==> config.mk <==
export PLATFORM = sky130hd
export DESIGN_NAME = trimmed_window_average
export DESIGN_NICKNAME = d
export VERILOG_FILES = /design/src/sv/twa_pkg.sv /design/src/sv/twa_cell.sv /design/src/sv/twa_div.sv /design/src/sv/trimmed_window_average.sv
export SDC_FILE = /design/constraint.sdc
export NUM_CORES = 1
export LEC_CHECK = 0
export ABC_AREA = 1
export BUFFER_PORTS_ARGS = -buffer_cell sky130_fd_sc_hd__buf_2
export CORE_ASPECT_RATIO = 1.2
export CORE_MARGIN = 3
export CORE_UTILIZATION = 45
export CTS_CLUSTER_DIAMETER = 150
export CTS_CLUSTER_SIZE = 30
export DETAILED_ROUTE_END_ITERATION = 6
export PLACE_DENSITY_LB_ADDON = 0.25
export SYNTH_ARGS = -nofsm -noshare
export SYNTH_HDL_FRONTEND = slang
export SYNTH_SLANG_ARGS = --single-unit
export TNS_END_PERCENT = 50
==> constraint.sdc <==
create_clock -name clk -period 18 [get_ports clk]
set_input_delay 3.6 -clock clk [delete_from_list [all_inputs] [get_ports clk]]
set_output_delay 3.6 -clock clk [all_outputs]
set_load 0.03 [all_outputs]
==> src/sv/twa_pkg.sv <==
// twa_pkg: shared widths and defaults for the trimmed window average block.
// No dependencies; imported by every module of the block.
`timescale 1ns / 1ps

package twa_pkg;

  // Width of one sample and of one averaged result
  localparam int SAMPLE_W = 16;

  // Default window length (legal range 3..64)
  localparam int WINDOW_DEF = 25;

endpackage : twa_pkg

==> src/sv/twa_cell.sv <==
// twa_cell: one storage cell of the sample chain, loads from its neighbor.
// Depends on twa_pkg.
`timescale 1ns / 1ps

module twa_cell
  import twa_pkg::*;
#(
  parameter int WIDTH = SAMPLE_W
) (
  input  logic             clk,
  input  logic             shift_en,
  input  logic [WIDTH-1:0] d_in,
  output logic [WIDTH-1:0] q
);

  logic [WIDTH-1:0] val_r;
  logic [WIDTH-1:0] val_nxt;

  assign val_nxt = shift_en ? d_in : val_r;

  always_ff @(posedge clk) begin
    val_r <= val_nxt;
  end

  assign q = val_r;

endmodule : twa_cell

==> src/sv/twa_div.sv <==
// twa_div: divide by one of two constant divisors by reciprocal multiply.
// Quotient must fit in Q_W bits. Depends on twa_pkg.
`timescale 1ns / 1ps

module twa_div
  import twa_pkg::*;
#(
  parameter int NUM_W    = 21,
  parameter int Q_W      = SAMPLE_W,
  parameter int TRIM_DIV = WINDOW_DEF - 2,
  parameter int FULL_DIV = WINDOW_DEF
) (
  input  logic             clk,
  input  logic             rst_n,
  input  logic             start,
  input  logic             trim,
  input  logic [NUM_W-1:0] dividend,
  output logic             done,
  output logic [Q_W-1:0]   quotient
);

  // K >= NUM_W + log2(divisor) keeps floor(x * M / 2^K) exact for every
  // dividend, with M = ceil(2^K / divisor); FULL_DIV is the larger divisor
  localparam int K   = NUM_W + $clog2(FULL_DIV);
  localparam int M_W = K + 1;
  localparam int P_W = K + Q_W;
  localparam logic [63:0]    POW_K      = 64'd1 << K;
  localparam logic [M_W-1:0] RECIP_TRIM =
    M_W'((POW_K + 64'(TRIM_DIV - 1)) / 64'(TRIM_DIV));
  localparam logic [M_W-1:0] RECIP_FULL =
    M_W'((POW_K + 64'(FULL_DIV - 1)) / 64'(FULL_DIV));

  logic [NUM_W-1:0] num_r;
  logic             trim_r;
  logic             go_r;
  logic             done_r;
  logic [Q_W-1:0]   q_r;
  logic [M_W-1:0]   recip;
  logic [P_W-1:0]   prod;

  // quotient below 2^Q_W keeps the product below 2^P_W
  assign recip = trim_r ? RECIP_TRIM : RECIP_FULL;
  assign prod  = P_W'(num_r) * P_W'(recip);

  always_ff @(posedge clk) begin
    if (!rst_n) begin
      go_r   <= 1'b0;
      done_r <= 1'b0;
    end else begin
      go_r   <= start;
      done_r <= go_r;
    end
  end

  // datapath, no reset needed
  always_ff @(posedge clk) begin
    if (start) begin
      num_r  <= dividend;
      trim_r <= trim;
    end
    if (go_r) begin
      q_r <= prod[K +: Q_W];
    end
  end

  assign done     = done_r;
  assign quotient = q_r;

endmodule : twa_div

==> src/sv/trimmed_window_average.sv <==
// trimmed_window_average: top level, moving average with min/max trimming.
// Depends on twa_pkg, twa_cell, twa_div.
`timescale 1ns / 1ps
//
//  channel | ports                                  | direction
//  --------+----------------------------------------+----------
//  input   | in_valid, in_stall, in_sample[15:0]    | in
//  result  | out_valid, out_stall, out_average[15:0], | out
//          | out_window_full                        |
//
//  Sequence: a fill item is echoed in the cycle after acceptance. A full-window
//  item reaches a valid result through one walk step per cell, a shift-in step
//  that starts the divider, a multiply step, a capture step and the output
//  load. in_stall stays high meanwhile.
//  Reset clears fill count, control and output valid; cell contents are
//  undefined until written. A stalled result holds in_stall high until it leaves.

module trimmed_window_average
  import twa_pkg::*;
#(
  parameter int WINDOW = WINDOW_DEF
) (
  input  logic                clk,
  input  logic                rst_n,
  input  logic                in_valid,
  output logic                in_stall,
  input  logic [SAMPLE_W-1:0] in_sample,
  output logic                out_valid,
  input  logic                out_stall,
  output logic [SAMPLE_W-1:0] out_average,
  output logic                out_window_full
);

  localparam int CNT_W = $clog2(WINDOW + 1);    // fill count 0..WINDOW
  localparam int IDX_W = $clog2(WINDOW);        // walk index 0..WINDOW-1
  localparam int SUM_W = SAMPLE_W + $clog2(WINDOW);

  typedef enum logic [2:0] {
    S_IDLE,
    S_WALK,
    S_LOAD,
    S_DIV,
    S_OUT
  } state_t;

  state_t              state_r;
  logic [CNT_W-1:0]    fill_r;
  logic [IDX_W-1:0]    idx_r;
  logic [SUM_W-1:0]    sum_r;
  logic [SAMPLE_W-1:0] lo_r, hi_r;
  logic [SAMPLE_W-1:0] samp_r;
  logic [SAMPLE_W-1:0] res_r;
  logic                out_valid_r;
  logic [SAMPLE_W-1:0] out_avg_r;
  logic                out_full_r;

  logic                in_acc;
  logic                out_free;
  logic                win_full;
  logic                load_out;

  // chain of cells: entry 0 is the oldest sample, WINDOW-1 the newest
  logic [SAMPLE_W-1:0] cell_q [WINDOW];
  logic [SAMPLE_W-1:0] tail_in;
  logic                shift_en;

  logic [SAMPLE_W-1:0] head;
  logic                trim;
  logic [SUM_W-1:0]    dividend;
  logic                div_start;
  logic                div_done;
  logic [SAMPLE_W-1:0] div_q;

  assign win_full = (fill_r == CNT_W'(WINDOW));
  assign out_free = !out_valid_r || !out_stall;
  assign in_stall = (state_r != S_IDLE) || !out_free;
  assign in_acc   = in_valid && !in_stall;
  assign head     = cell_q[0];

  // output register loads on a fill echo or when the average is ready
  assign load_out = ((state_r == S_IDLE) && in_acc && !win_full) ||
                    ((state_r == S_OUT) && out_free);

  // fill items shift straight in; walk recirculates the head; the load
  // cycle drops the oldest entry and shifts in the held sample
  always_comb begin
    shift_en = 1'b0;
    tail_in  = head;
    unique case (state_r)
      S_IDLE: begin
        shift_en = in_acc && !win_full;
        tail_in  = in_sample;
      end
      S_WALK: begin
        shift_en = 1'b1;
        tail_in  = head;
      end
      S_LOAD: begin
        shift_en = 1'b1;
        tail_in  = samp_r;
      end
      S_DIV, S_OUT: begin
        shift_en = 1'b0;
        tail_in  = head;
      end
      default: begin
        shift_en = 1'b0;
        tail_in  = head;
      end
    endcase
  end

  for (genvar i = 0; i < WINDOW; i++) begin : g_cell
    logic [SAMPLE_W-1:0] d;
    if (i == WINDOW - 1) begin : g_tail
      assign d = tail_in;
    end else begin : g_mid
      assign d = cell_q[i+1];
    end
    twa_cell #(
      .WIDTH (SAMPLE_W)
    ) u_cell (
      .clk      (clk),
      .shift_en (shift_en),
      .d_in     (d),
      .q        (cell_q[i])
    );
  end

  // trim one min and one max unless all entries are equal
  assign trim      = (lo_r < hi_r);
  assign dividend  = trim ? (sum_r - SUM_W'(lo_r) - SUM_W'(hi_r)) : sum_r;
  assign div_start = (state_r == S_LOAD);

  // divides by WINDOW-2 when trimming, else by WINDOW
  twa_div #(
    .NUM_W    (SUM_W),
    .Q_W      (SAMPLE_W),
    .TRIM_DIV (WINDOW - 2),
    .FULL_DIV (WINDOW)
  ) u_div (
    .clk      (clk),
    .rst_n    (rst_n),
    .start    (div_start),
    .trim     (trim),
    .dividend (dividend),
    .done     (div_done),
    .quotient (div_q)
  );

  // control and registered outputs
  always_ff @(posedge clk) begin
    if (!rst_n) begin
      state_r     <= S_IDLE;
      fill_r      <= '0;
      idx_r       <= '0;
      out_valid_r <= 1'b0;
    end else begin
      if (load_out) begin
        out_valid_r <= 1'b1;
      end else if (out_valid_r && !out_stall) begin
        out_valid_r <= 1'b0;
      end
      unique case (state_r)
        S_IDLE: begin
          if (in_acc) begin
            if (win_full) begin
              state_r <= S_WALK;
              idx_r   <= '0;
            end else begin
              // window still filling: pass the sample through
              fill_r     <= fill_r + 1'b1;
              out_avg_r  <= in_sample;
              out_full_r <= 1'b0;
            end
          end
        end
        S_WALK: begin
          idx_r <= idx_r + 1'b1;
          if (idx_r == IDX_W'(WINDOW - 1)) begin
            state_r <= S_LOAD;
          end
        end
        S_LOAD: begin
          state_r <= S_DIV;
        end
        S_DIV: begin
          if (div_done) begin
            res_r   <= div_q;
            state_r <= S_OUT;
          end
        end
        S_OUT: begin
          if (out_free) begin
            out_avg_r  <= res_r;
            out_full_r <= 1'b1;
            state_r    <= S_IDLE;
          end
        end
        default: begin
          state_r <= S_IDLE;
        end
      endcase
    end
  end

  // walk accumulators and held sample
  always_ff @(posedge clk) begin
    if (in_acc) begin
      samp_r <= in_sample;
    end
    if (state_r == S_WALK) begin
      if (idx_r == '0) begin
        sum_r <= SUM_W'(head);
        lo_r  <= head;
        hi_r  <= head;
      end else begin
        sum_r <= sum_r + SUM_W'(head);
        if (head < lo_r) lo_r <= head;
        if (head > hi_r) hi_r <= head;
      end
    end
  end

  assign out_valid       = out_valid_r;
  assign out_average     = out_avg_r;
  assign out_window_full = out_full_r;

  // ---------------------------------------------------------------------
  // Assertions
  // ---------------------------------------------------------------------

  // fill count never passes the window length
  a_fill_range: assert property (@(posedge clk) disable iff (!rst_n)
    fill_r <= CNT_W'(WINDOW))
    else $error("fill count above window length");

  // a walk only ever runs over a full window
  a_walk_full: assert property (@(posedge clk) disable iff (!rst_n)
    (state_r == S_WALK) |-> win_full)
    else $error("walk started on a partial window");

  // an item taken on a full window starts the walk, not a pass-through
  a_full_walk: assert property (@(posedge clk) disable iff (!rst_n)
    (in_acc && win_full) |=> (state_r == S_WALK) && !$rose(out_valid_r))
    else $error("full-window item did not start walk");

  // divider finishes only while the sequencer waits for it
  a_div_done: assert property (@(posedge clk) disable iff (!rst_n)
    div_done |-> (state_r == S_DIV))
    else $error("divider done outside divide state");

endmodule : trimmed_window_average
**After elaboration in Yosys (flattened, before gate mapping)**

Cells that the tools add are included.

- Add/sub/neg operators: 5
- Multiply operators: 1
- Magnitude comparators: 3
- Eq/ne operators: 12
- Multiplexer cells: 28
- Bitwise logic cells: 1
- Reductions and logical operators: 30

Operators with widths:

| operator | number |
|---|---|
| $mux 16 | 8 |
| $pmux 16 s2 | 2 |
| $mul 21x27->42 | 1 |
| $sub 21x16->21 | 2 |
| $lt 16x16->1 | 2 |
| $add 21x16->21 | 1 |
| $mux 21 | 1 |
| $mux 19 | 1 |
| $gt 16x16->1 | 1 |
| $mux 3 | 5 |
| $pmux 3 s5 | 1 |
| $add 5x1->5 const B | 2 |
| $eq 5x5->1 const B | 2 |
| $mux 5 | 2 |
| $ne 2x2->1 const B | 5 |
| $pmux 5 s2 | 1 |
| $reduce_and 5->1 | 2 |
| $reduce_bool 2->1 | 5 |
| $reduce_and 3->1 | 3 |
| $eq 3x2->1 const B | 2 |
| $logic_and 1x1->1 | 6 |
| $logic_not 1->1 | 5 |
| $logic_not 5->1 | 1 |
| $mux 1 | 5 |
| 10 further kinds | 14 |

- Bits in registers: 556
- Input bits: 20

**Logic depth before layout (Yosys ltp)**

Gate-level depths: netlist of the first run.

- Depth after elaboration: 10
- Depth in mapped cells: 31
- Gate-level depth less buffers: 31

**By module**

From an unflattened synthesis of the first run, not the netlist that was laid out.

- Cell total of the unflattened synthesis: 3003
- Area total of the unflattened synthesis: 33170.6 um^2

By module, submodules not included:

| module | times used | cells each | area an instance (um^2) | seq. area each (um^2) |
|---|---|---|---|---|
| twa_div | 1 | 1535 | 12460.7 | 1181.1 |
| twa_cell | 25 | 16 | 480.5 | 480.5 |
| trimmed_window_average | 1 | 1068 | 8698.3 | 3343.2 |

**Worst setup path before layout of the first run**

OpenSTA, ideal clock, no wires.

- Path kind: input-to-reg
- Start: input out_stall
- End: register g_cell[0].u_cell.val_r[0] (enable)
- Library setup time: 3.912 ns
- Arrival: 12.890 ns
- Data required time: 14.088 ns
- Setup slack: 1.199 ns
- Cell stages on the path: 5
- Cells stage by stage: nand2_1 -> nand3_4 -> nor2_8 -> inv_2 -> nand3_1

- Cells in the longest elaborated chain, start to end: 8

RTL lines:

| element | line | text |
|---|---|---|
| start: declaration | trimmed_window_average.sv:29 | `input logic out_stall,` |
| $logic_not 1->1 | trimmed_window_average.sv:75 | `assign out_free = !out_valid_r \|\| !out_stall;` |
| $logic_or 1x1->1 | trimmed_window_average.sv:75 |  |
| $logic_not 1->1 | trimmed_window_average.sv:76 | `assign in_stall = (state_r != S_IDLE) \|\| !out_free;` |
| $logic_or 1x1->1 | trimmed_window_average.sv:76 |  |
| $logic_not 1->1 | trimmed_window_average.sv:77 | `assign in_acc = in_valid && !in_stall;` |
| $logic_and 1x1->1 | trimmed_window_average.sv:77 |  |
| $logic_and 1x1->1 | trimmed_window_average.sv:91 | `shift_en = in_acc && !win_full;` |
| $pmux 1 s2 | trimmed_window_average.sv:89 | `unique case (state_r)` |
| named net g_cell[0].u_cell.shift_en | twa_cell.sv:11 | `input logic shift_en,` |
| end signal: assignment | twa_cell.sv:22 | `val_r <= val_nxt;` |
| end: declaration | twa_cell.sv:16 | `logic [WIDTH-1:0] val_r;` |

The timed path passes the listed nets, and every way through them passes these cells.
A chain may end at the register's enable or synchronous reset.

**Worst setup path after layout of the first run**

- Start: input out_stall
- End: output in_stall

- Cells in the longest elaborated chain, start to end: 4

RTL lines:

| element | line | text |
|---|---|---|
| $logic_not 1->1 | trimmed_window_average.sv:75 |  |
| $logic_or 1x1->1 | trimmed_window_average.sv:75 |  |
| $logic_not 1->1 | trimmed_window_average.sv:76 |  |
| $logic_or 1x1->1 | trimmed_window_average.sv:76 |  |
| end: declaration | trimmed_window_average.sv:26 | `output logic in_stall,` |

Every way passes these cells.

==> results of run 1 <==
state kept, by name, indices dropped and copies added (netlist names), 3 cells and up:
signal,cells
sum_r,21
lo_r,16
fill_r,5
res_r,16
samp_r,16
g_cell.u_cell.q,400
u_div.quotient,16
u_div.num_r,21
state_r,3
hi_r,16
out_average,16
idx_r,5
where the power goes:
part           switching [uW]  internal (uW)  leakage [uW]
clock                     367            239      0.000299
sequential               25.7           1510       0.00528
combinational             111           45.0        0.0101
total                     504           1790        0.0156
critical path: cells and delay by family:
kind / cells / cell delay, ns
AND/OR/NAND/NOR: 2 / 0.26
buffers and inverters: 2 / 0.30
Yosys cell counts, types with 2 or more instances:
master	count	area, um^2
o21ai_2	2	17.5
nor2_1	176	661
nor3_2	2	20.0
inv_2	6	22.5
o211ai_1	11	82.6
ha_1	341	4270
dfxtp_1	16	320
xnor2_1	13	114
conb_1	2	7.51
nand3b_1	5	37.5
nand3_4	2	35.0
nor4_1	2	12.5
fa_1	221	4420
buf_2	9	45.0
buf_1	3	11.3
xor2_1	5	43.8
or2_2	9	56.3
inv_1	604	2270
clkbuf_1	4	15.0
nand3_1	80	400
clkinv_1	2	7.51
o21ai_0	56	280
o21ai_1	9	45.0
a21oi_1	101	505
o21a_1	5	37.5
nand2_1	599	2250
a31oi_1	3	18.8
a21boi_0	2	15.0
nand4_1	23	144
buf_4	3	22.5
o21bai_1	12	90.1
nor3_1	23	115
nor2_4	2	22.5
edfxtp_1	540	16200
o22ai_1	2	12.5
per-stage QoR:
step	setup slack [ns]	util [%]	total power, uW	hold slack (ns)
2_1_floorplan	1.20	-	1690	0.400
3_3_place_gp	10.24	47.8	1710	0.400
3_5_place_dp	10.23	47.8	1720	0.405
4_1_cts	10.23	48.6	2330	0.414
5_1_grt	10.19	48.6	2390	0.431
6_report	10.23	48.6	2290	0.410
final cells by class:
type	instances	area share (%)
timing repair buffer	49	0.856
clock buffer	30	1.73
antenna	1	0.00720
sequential	556	47.5
inverter	612	6.61
multi-input combinational	1725	39.9
clock inverter	1	0.0468
tap	926	3.33
per-layer routing:
| metal | share of wire [%] | vias up |
|---|---|---|
| li1 | - | 9498 |
| met1 | 44 | 9637 |
| met2 | 49 | 377 |
| met3 | 3.1 | 101 |
| met4 | 3.2 | 0 |
| met5 | 0 | - |
worst max path at each step:
| stage | slack [ns] | cells past startpoint | from | endpoint |
|---|---|---|---|---|
| final | 10.23 | 4 | out_stall | in_stall |
| after global routing | 10.19 | 4 | out_stall | in_stall |
| after CTS | 10.23 | 4 | out_stall | in_stall |
| after detailed placement | 10.23 | 4 | out_stall | in_stall |
| after global placement | 10.24 | 4 | out_stall | in_stall |
| after floorplan | 1.20 | 5 | out_stall | g_cell[0].u_cell.q[0] |
kinds of logic after synthesis:
family	share of synthesized area, %
XOR/XNOR	0.481
flip-flops	50.5
other	0.0229
buffers and inverters	7.33
AO/OA/AOI/OAI	3.47
AND/OR/NAND/NOR	11.7
adder cells (fa/ha/maj)	26.5
==> flow_summary.ini, run 1 <==
[status]
status = complete, no violations

[critical_path]
crit_arrival_ns = 4.17
timing_worst_setup_path_type = in -> out
worstRegToRegCells = 21
critPathMaxFanout = 5
crit_path_top_delay_cell = buf_2
r2r_start = u_div.num_r[7]
crit_path_start_kind = primary input
end_kind = primary output
r2r_slack_ns = 11.27
required_ns = 14.40
cp_cell_sequence = buf_2 -> nand2_1 -> nand2_1 -> buf_2
worstReg2RegEnd = u_div.quotient[12]
critical_path.max_stage_delay_ns = 0.20

[synth]
yosysUniqueCellTypes = 48
syn_inst = 2908
synthFlopType = edfxtp_1
synth_area_um2 = 32800
synth_edf_count = 540
ys_seq_elements = 556
ys_seq_area_share_pct = 50.5
syn_avg_cell_area_um2 = 11.3
postSynth.asyncResetShare_pct = 0
ys_warn_count = 0

[place]
portBuffers = 38
dp_cells = 3868
gp_congestion = 0.950
dpl.hpwl_um = 55200
placed_cell_area_um2 = 34200

[power]
p_leak_uw = 0.0156
p_per_area_nw_per_um2 = 66.0
ir_drop_mv = 0.0728

[floorplanning]
initial_core_util_pct = 45.8
dieWidth_um = 252
die_height_um = 302
fp.coreArea_um2 = 71500
placementRows = 107
dieArea_um2 = 76100
io_pins = 39

[timing]
hold_viol = 0
fin_setup_tns_ns = 0
period_share_pct = 43.1
fin_crit_ns = 7.77
clock_skew_ns = 0.0263
rsz0062_at_grt = false
slew_viol_final = 0
worst_pin_slew_ns = 1.15
timing.slew.headroom_pct = 23.0
setup_viol = 0
fmax_mhz = 129

[cells_and_area]
multi_input_area_um2 = 13900
drive_gt1_share_pct = 3.53
fin_area_um2 = 34800
final_common_cell = inv_1
fillers = 6584
instances_no_fill = 3900
final_cell_mix = inv_1, nand2_1, edfxtp_1, ha_1, fa_1
syn_to_final_growth_pct = 6.16
regArea_um2 = 16500
finish.net_count = 3548

[global_routing]
top_usage_layer = met2
antenna_found_initial = 3
gr-usage-met2_pct = 32.9
grt_max_degree = 207
gr-total-overflow = 0
met3_usage_pct = 1.35
grt_pass1_wl_um = 112000
grt.total_usage_pct = 18.9
first_global_vias = 20594
gr-usage-met1_pct = 25.6

[hold_path]
hp-class = reg -> reg
hp-start = g_cell[19].u_cell.q[6]
hold_end = g_cell[18].u_cell.q[6]
hold-path-cell-count = 0

[clock_tree]
cts.sink_count = 556
root_buffer = clkbuf_16
worstSkewPairLatency_ns = 0.58
cts_max_level = 1
hold_buffers = 0
cts_tree = yes
cts_max_path_buffers = 3
post_cts_buffers = 0
post_cts_resized = 0
numCtsBuffers = 22
clkTransAtPathRegs_ns = 0.13

[route]
wire_per_inst_um = 18.0
drcViolationCount = 0
drt_pre_antenna_iters = 5
ant_nets = 0
drt-initial-drc-count = 1267
dr_total_vias = 19613
vias_per_cell = 5.03
routed_wl_um = 70300

[job]
cap_viol_max_count = 0
Power figures use the tool's default switching activity.
==> run 2, diff against run 1 <==
- clock period: 18 -> 7.75 ns (I/O delays scaled with it)
==> run 2 against run 1 <==
Against the previous run: critical path type is now reg -> reg; critical endpoint is now u_div.quotient[10]; non-clock buffer count is 1 higher; clock-buffer cell count stayed put; sequential power is 130% higher; clock power is 130% higher.
==> flow_summary.ini, run 2 (same netlist as run 1, synthesis figures left out) <==
[status]
status = complete, no violations

[critical_path]
crit_path_start_kind = flop
worstRegToRegCells = 22
crit_start = u_div.trim_r
end_kind = flop
crit_arrival_ns = 7.25
critPathMaxFanout = 17
required_ns = 8.08
endpoint = u_div.quotient[10]
timing_worst_setup_path_type = reg -> reg
worstReg2RegEnd = u_div.quotient[10]
r2r_slack_ns = 0.83
r2r_start = u_div.trim_r

[cells_and_area]
final_common_cell = inv_1
multi_input_area_um2 = 13900
syn_to_final_growth_pct = 6.18
instances_no_fill = 3900
finish.net_count = 3549
fillers = 6471
regArea_um2 = 16500
largest_reg_flops = 400
finish.utilization_pct = 48.7
final_cell_mix = inv_1, nand2_1, edfxtp_1, ha_1, fa_1
diodes = 0
drive_gt1_share_pct = 3.56

[clock_tree]
post_cts_buffers = 0
worstSkewPairLatency_ns = 0.57
cts_tree = yes
clkTransAtPathRegs_ns = 0.13
root_buffer = clkbuf_16
cts_max_level = 1
cts_max_path_buffers = 3
numCtsBuffers = 22
cts.sink_count = 556
hold_buffers = 0
post_cts_resized = 0

[timing]
period_share_pct = 89.3
setup_viol = 0
fmax_mhz = 144
fin_setup_tns_ns = 0
clock_skew_ns = 0.0319
timing.slew.headroom_pct = 30.5
layout_setup_ws_ns = 0.827
worst_pin_slew_ns = 1.04
hold_viol = 0
slew_viol_final = 0
fin_crit_ns = 6.92
rsz0062_at_grt = false

[global_routing]
grt_max_degree = 153
grt_pass1_wl_um = 115000
grt.total_usage_pct = 19.5
antenna_found_initial = 1
gr-total-overflow = 0
first_global_vias = 20640

[route]
vias_per_cell = 5.08
drt-initial-drc-count = 1490
ant_nets = 0
routed_wl_um = 72600
dr_total_vias = 19812
drt_pre_antenna_iters = 6
wire_per_inst_um = 18.6
drcViolationCount = 0

[place]
dp_cells = 3869
dpl.hpwl_um = 57500
dp_slack_ns = 0.899
portBuffers = 38
gp_congestion = 0.936

[floorplanning]
dieArea_um2 = 76100
io_pins = 39
fp.coreArea_um2 = 71500
dieWidth_um = 252
die_height_um = 302
initial_core_util_pct = 45.8
placementRows = 107

[hold_path]
hp-class = reg -> reg

[power]
p_per_area_nw_per_um2 = 153
totalPowerFinal_uw = 5340
ir_drop_mv = 0.172
p_leak_uw = 0.0156

[job]
cap_viol_max_count = 0
==> run 2: cell count changes in the layout (fill, tap and decap cells not counted) <==
cell,change
buf_4,+1
diode_2,-1
==> run 2: power breakdown <==
group / total (uW) / internal [uW] / switching, uW
sequential: 3560 / 3500 / 61.0
combinational: 368 / 105 / 262
clock: 1410 / 555 / 857
total: 5340 / 4160 / 1180
==> run 2: critical path: stages (launching register included) <==
cell and delay, ns:
edfxtp_1 0.70, nor2_1 0.60, fa_1 0.54, fa_1 0.52
inv_1 0.05, fa_1 0.47, inv_1 0.05, fa_1 0.50
inv_1 0.05, fa_1 0.53, inv_1 0.05, fa_1 0.49
inv_1 0.05, fa_1 0.48, inv_1 0.04, ha_1 0.30
nand2_1 0.11, nor2_1 0.22, inv_1 0.08, nor3_1 0.43
nand3_1 0.18, nand4_1 0.13, nand2_1 0.06
==> run 2: layer usage <==
layer	up-vias	share of wire (%)	track usage (%)
li1	9498	-	-
met1	9729	44	26.1
met2	456	49	33.7
met3	127	3.3	1.69
met4	2	3.8	6.39
met5	-	0.018	0
==> run 2: per-stage QoR <==
stage | hold WS, ns | area, um^2
floorplan | 0.400 | 32800
finish | 0.405 | 34800
global route | 0.429 | 34800
CTS | 0.414 | 34800
global placement | 0.401 | 34200
detailed placement | 0.405 | 34200
==> run 2: how the worst min path moves through the flow <==
stage                           startpoint                      to  slack, ns  depth (start not counted)
floorplan            g_cell[1].u_cell.q[0]   g_cell[0].u_cell.q[0]       0.40                          0
finish               g_cell[2].u_cell.q[9]   g_cell[1].u_cell.q[9]       0.40                          0
global placement    g_cell[9].u_cell.q[14]  g_cell[8].u_cell.q[14]       0.40                          0
detailed placement  g_cell[18].u_cell.q[5]  g_cell[17].u_cell.q[5]       0.40                          0
global route         g_cell[9].u_cell.q[0]   g_cell[8].u_cell.q[0]       0.43                          0
CTS                  g_cell[2].u_cell.q[9]   g_cell[1].u_cell.q[9]       0.41                          0
==> run 2: area by class of cell <==
class / instances / share of cell area (%)
flip-flops and latches: 556 / 47.5
well taps: 926 / 3.33
inverters: 612 / 6.60
repair buffers: 50 / 0.878
clock inverters: 1 / 0.0468
multi-input cells: 1725 / 39.9
clock buffers: 30 / 1.73
==> run 3, diff against run 2 <==
- ABC_AREA: 1 -> default
- CAP_MARGIN: default -> 30
==> run 3 against run 2 <==
Against the previous run: first-iteration DRC count shrank 37%; global-route usage down 1.7 points; die area fell by 5.4%; synthesized area shrank 5.5%; synthesized cell count decreased by 24%; cell area fell by 4.6%; sequential cell count is the same; critical endpoint is now u_div.quotient[11]; largest cell class unchanged.
==> flow_summary.ini, run 3 <==
[status]
status = complete, no violations

[synth]
syn_inst = 2202
synth_most_common_cell = edfxtp_1
ys_warn_count = 0
synth-xor-area-share_pct = 1.70
postSynth.asyncResetShare_pct = 0
yosysTopAreaCell = edfxtp_1
ys_seq_area_share_pct = 53.4
yosysTopAreaCellShare_pct = 52.4
synth_edf_count = 540
synth_area_um2 = 31000
synth_mux_area_share_pct = 1.60
synth_top_family_by_area = adder cells
synth-simple-area-share_pct = 4.85
yosys-top-cells-count = edfxtp_1, inv_1, ha_1, fa_1, nor2_1
synthFlopType = edfxtp_1
yosysUniqueCellTypes = 72
ys_seq_elements = 556
syn_avg_cell_area_um2 = 14.1
synth_compound_area_share_pct = 5.13
synth_area_leaders = edfxtp_1, fa_1, ha_1
synth-adder-area-share_pct = 28.1

[floorplanning]
placementRows = 104
dieArea_um2 = 72000
die_height_um = 293
fp.coreArea_um2 = 67700
initial_core_util_pct = 45.8
dieWidth_um = 245
io_pins = 39

[critical_path]
crit_top_cell = fa_1
crit_path_top_delay_cell = edfxtp_1
end_kind = flop
cp_num_buf_inv = 6
timing_worst_setup_path_type = reg -> reg
critical_path.max_stage_delay_ns = 0.70
cp_cell_sequence = nor2_1 -> fa_1 -> fa_1 -> inv_1 -> fa_1 -> inv_1 -> fa_1 -> inv_1 -> fa_1 -> inv_1 -> fa_1 -> inv_1 -> fa_1 -> inv_1 -> ha_1 -> a21oi_1 -> o21a_1 -> o211ai_1 -> a32oi_1 -> nand2_1 -> o41ai_2 -> o21bai_1 -> xor2_1
critPathMaxFanout = 21
crit_arrival_ns = 7.66
required_ns = 8.09
critical-path-top-delay-family = adder cells
crit_path_start_kind = flop

[route]
dr_total_vias = 16258
ant_nets = 0
drt-initial-drc-count = 945
drcViolationCount = 0
routed_wl_um = 62200
drt_pre_antenna_iters = 5
wire_per_inst_um = 19.5
vias_per_cell = 5.09

[clock_tree]
cts.sink_count = 556
clkTransAtPathRegs_ns = 0.12
post_cts_buffers = 0
root_buffer = clkbuf_16
hold_buffers = 0
cts_tree = yes
cts_max_path_buffers = 3
worstSkewPairLatency_ns = 0.59
cts_max_level = 1
numCtsBuffers = 22
post_cts_resized = 0

[hold_path]
hp-class = reg -> reg

[cells_and_area]
finish.net_count = 2865
final_cell_mix = edfxtp_1, inv_1, ha_1, fa_1, nor2_1
largest_reg_flops = 400
fillers = 5877
drive_gt1_share_pct = 6.68
final_common_cell = edfxtp_1
syn_to_final_growth_pct = 7.19
fin_area_um2 = 33200

[timing]
period_share_pct = 94.5
hold_viol = 0
rsz0062_at_grt = false
fin_crit_ns = 7.32
timing.slew.headroom_pct = 32.9
setup_viol = 0
clock_skew_ns = 0.0409
worst_pin_slew_ns = 1.01
slew_viol_final = 0
hold-worst-slack_ns = 0.412
fmax_mhz = 137

[place]
gp_congestion = 0.917
portBuffers = 38
dpl.hpwl_um = 48400
placed_cell_area_um2 = 32500

[job]
cap_viol_max_count = 0

[global_routing]
grt_max_degree = 171
antenna_found_initial = 2
grt.total_usage_pct = 17.8
grt_pass1_wl_um = 98300
gr-total-overflow = 0
first_global_vias = 17206
## run 3: worst paths after layout
kind / slack, ns / cells after the start / from / end
setup / recovery: 0.43 / 23 / u_div.trim_r / u_div.quotient[11]
hold / removal: 0.41 / 0 / g_cell[19].u_cell.q[1] / g_cell[18].u_cell.q[1]
hold reg to reg: 0.41 / 0 / g_cell[19].u_cell.q[1] / g_cell[18].u_cell.q[1]
setup reg to reg: 0.43 / 23 / u_div.trim_r / u_div.quotient[11]
## run 3: per-layer routing
metal  global-route usage, %  up-vias  part of all wire [%]
met1                    24.8     8217                    45
met4                    5.63        4                   3.4
met2                    29.5      232                    48
met3                    1.83       82                   3.0
met5                       0        -                 0.043
li1                        -     7723                     -
## run 3: cell type report
cell class / instances / area, um^2 / area share [%]
antenna: 1 / 2.50 / 0.00754
multi-input combinational: 1221 / 12900 / 38.8
timing repair buffer: 72 / 478 / 1.44
clock buffer: 30 / 612 / 1.84
inverter: 410 / 1540 / 4.64
clock inverter: 1 / 16.3 / 0.0490
tap: 901 / 1130 / 3.40
sequential: 556 / 16500 / 49.8
## run 3: metrics by stage
| stage | setup WS [ns] | utilization (%) | instances | setup TNS (ns) |
|---|---|---|---|---|
| 2_1_floorplan | -6.70 | - | 2207 | -2680.36 |
| 3_3_place_gp | 0.571 | 48.1 | 3159 | 0 |
| 3_5_place_dp | 0.480 | 48.1 | 3159 | 0 |
| 4_1_cts | 0.427 | 49.0 | 3190 | 0 |
| 5_1_grt | 0.112 | 49.0 | 3191 | 0 |
| 6_report | 0.425 | 49.0 | 3192 | 0 |
## run 3: kinds of logic after synthesis
logic type      after synthesis
flops                       556
simple gates                302
other cells                   2
buf+inv                     430
fa+ha+maj                   562
compound gates              244
mux                          46
xor+xnor                     60
Power of run 3 is not shown: default switching activity piles up to over one toggle a cycle in this logic, so the estimate is an artifact.
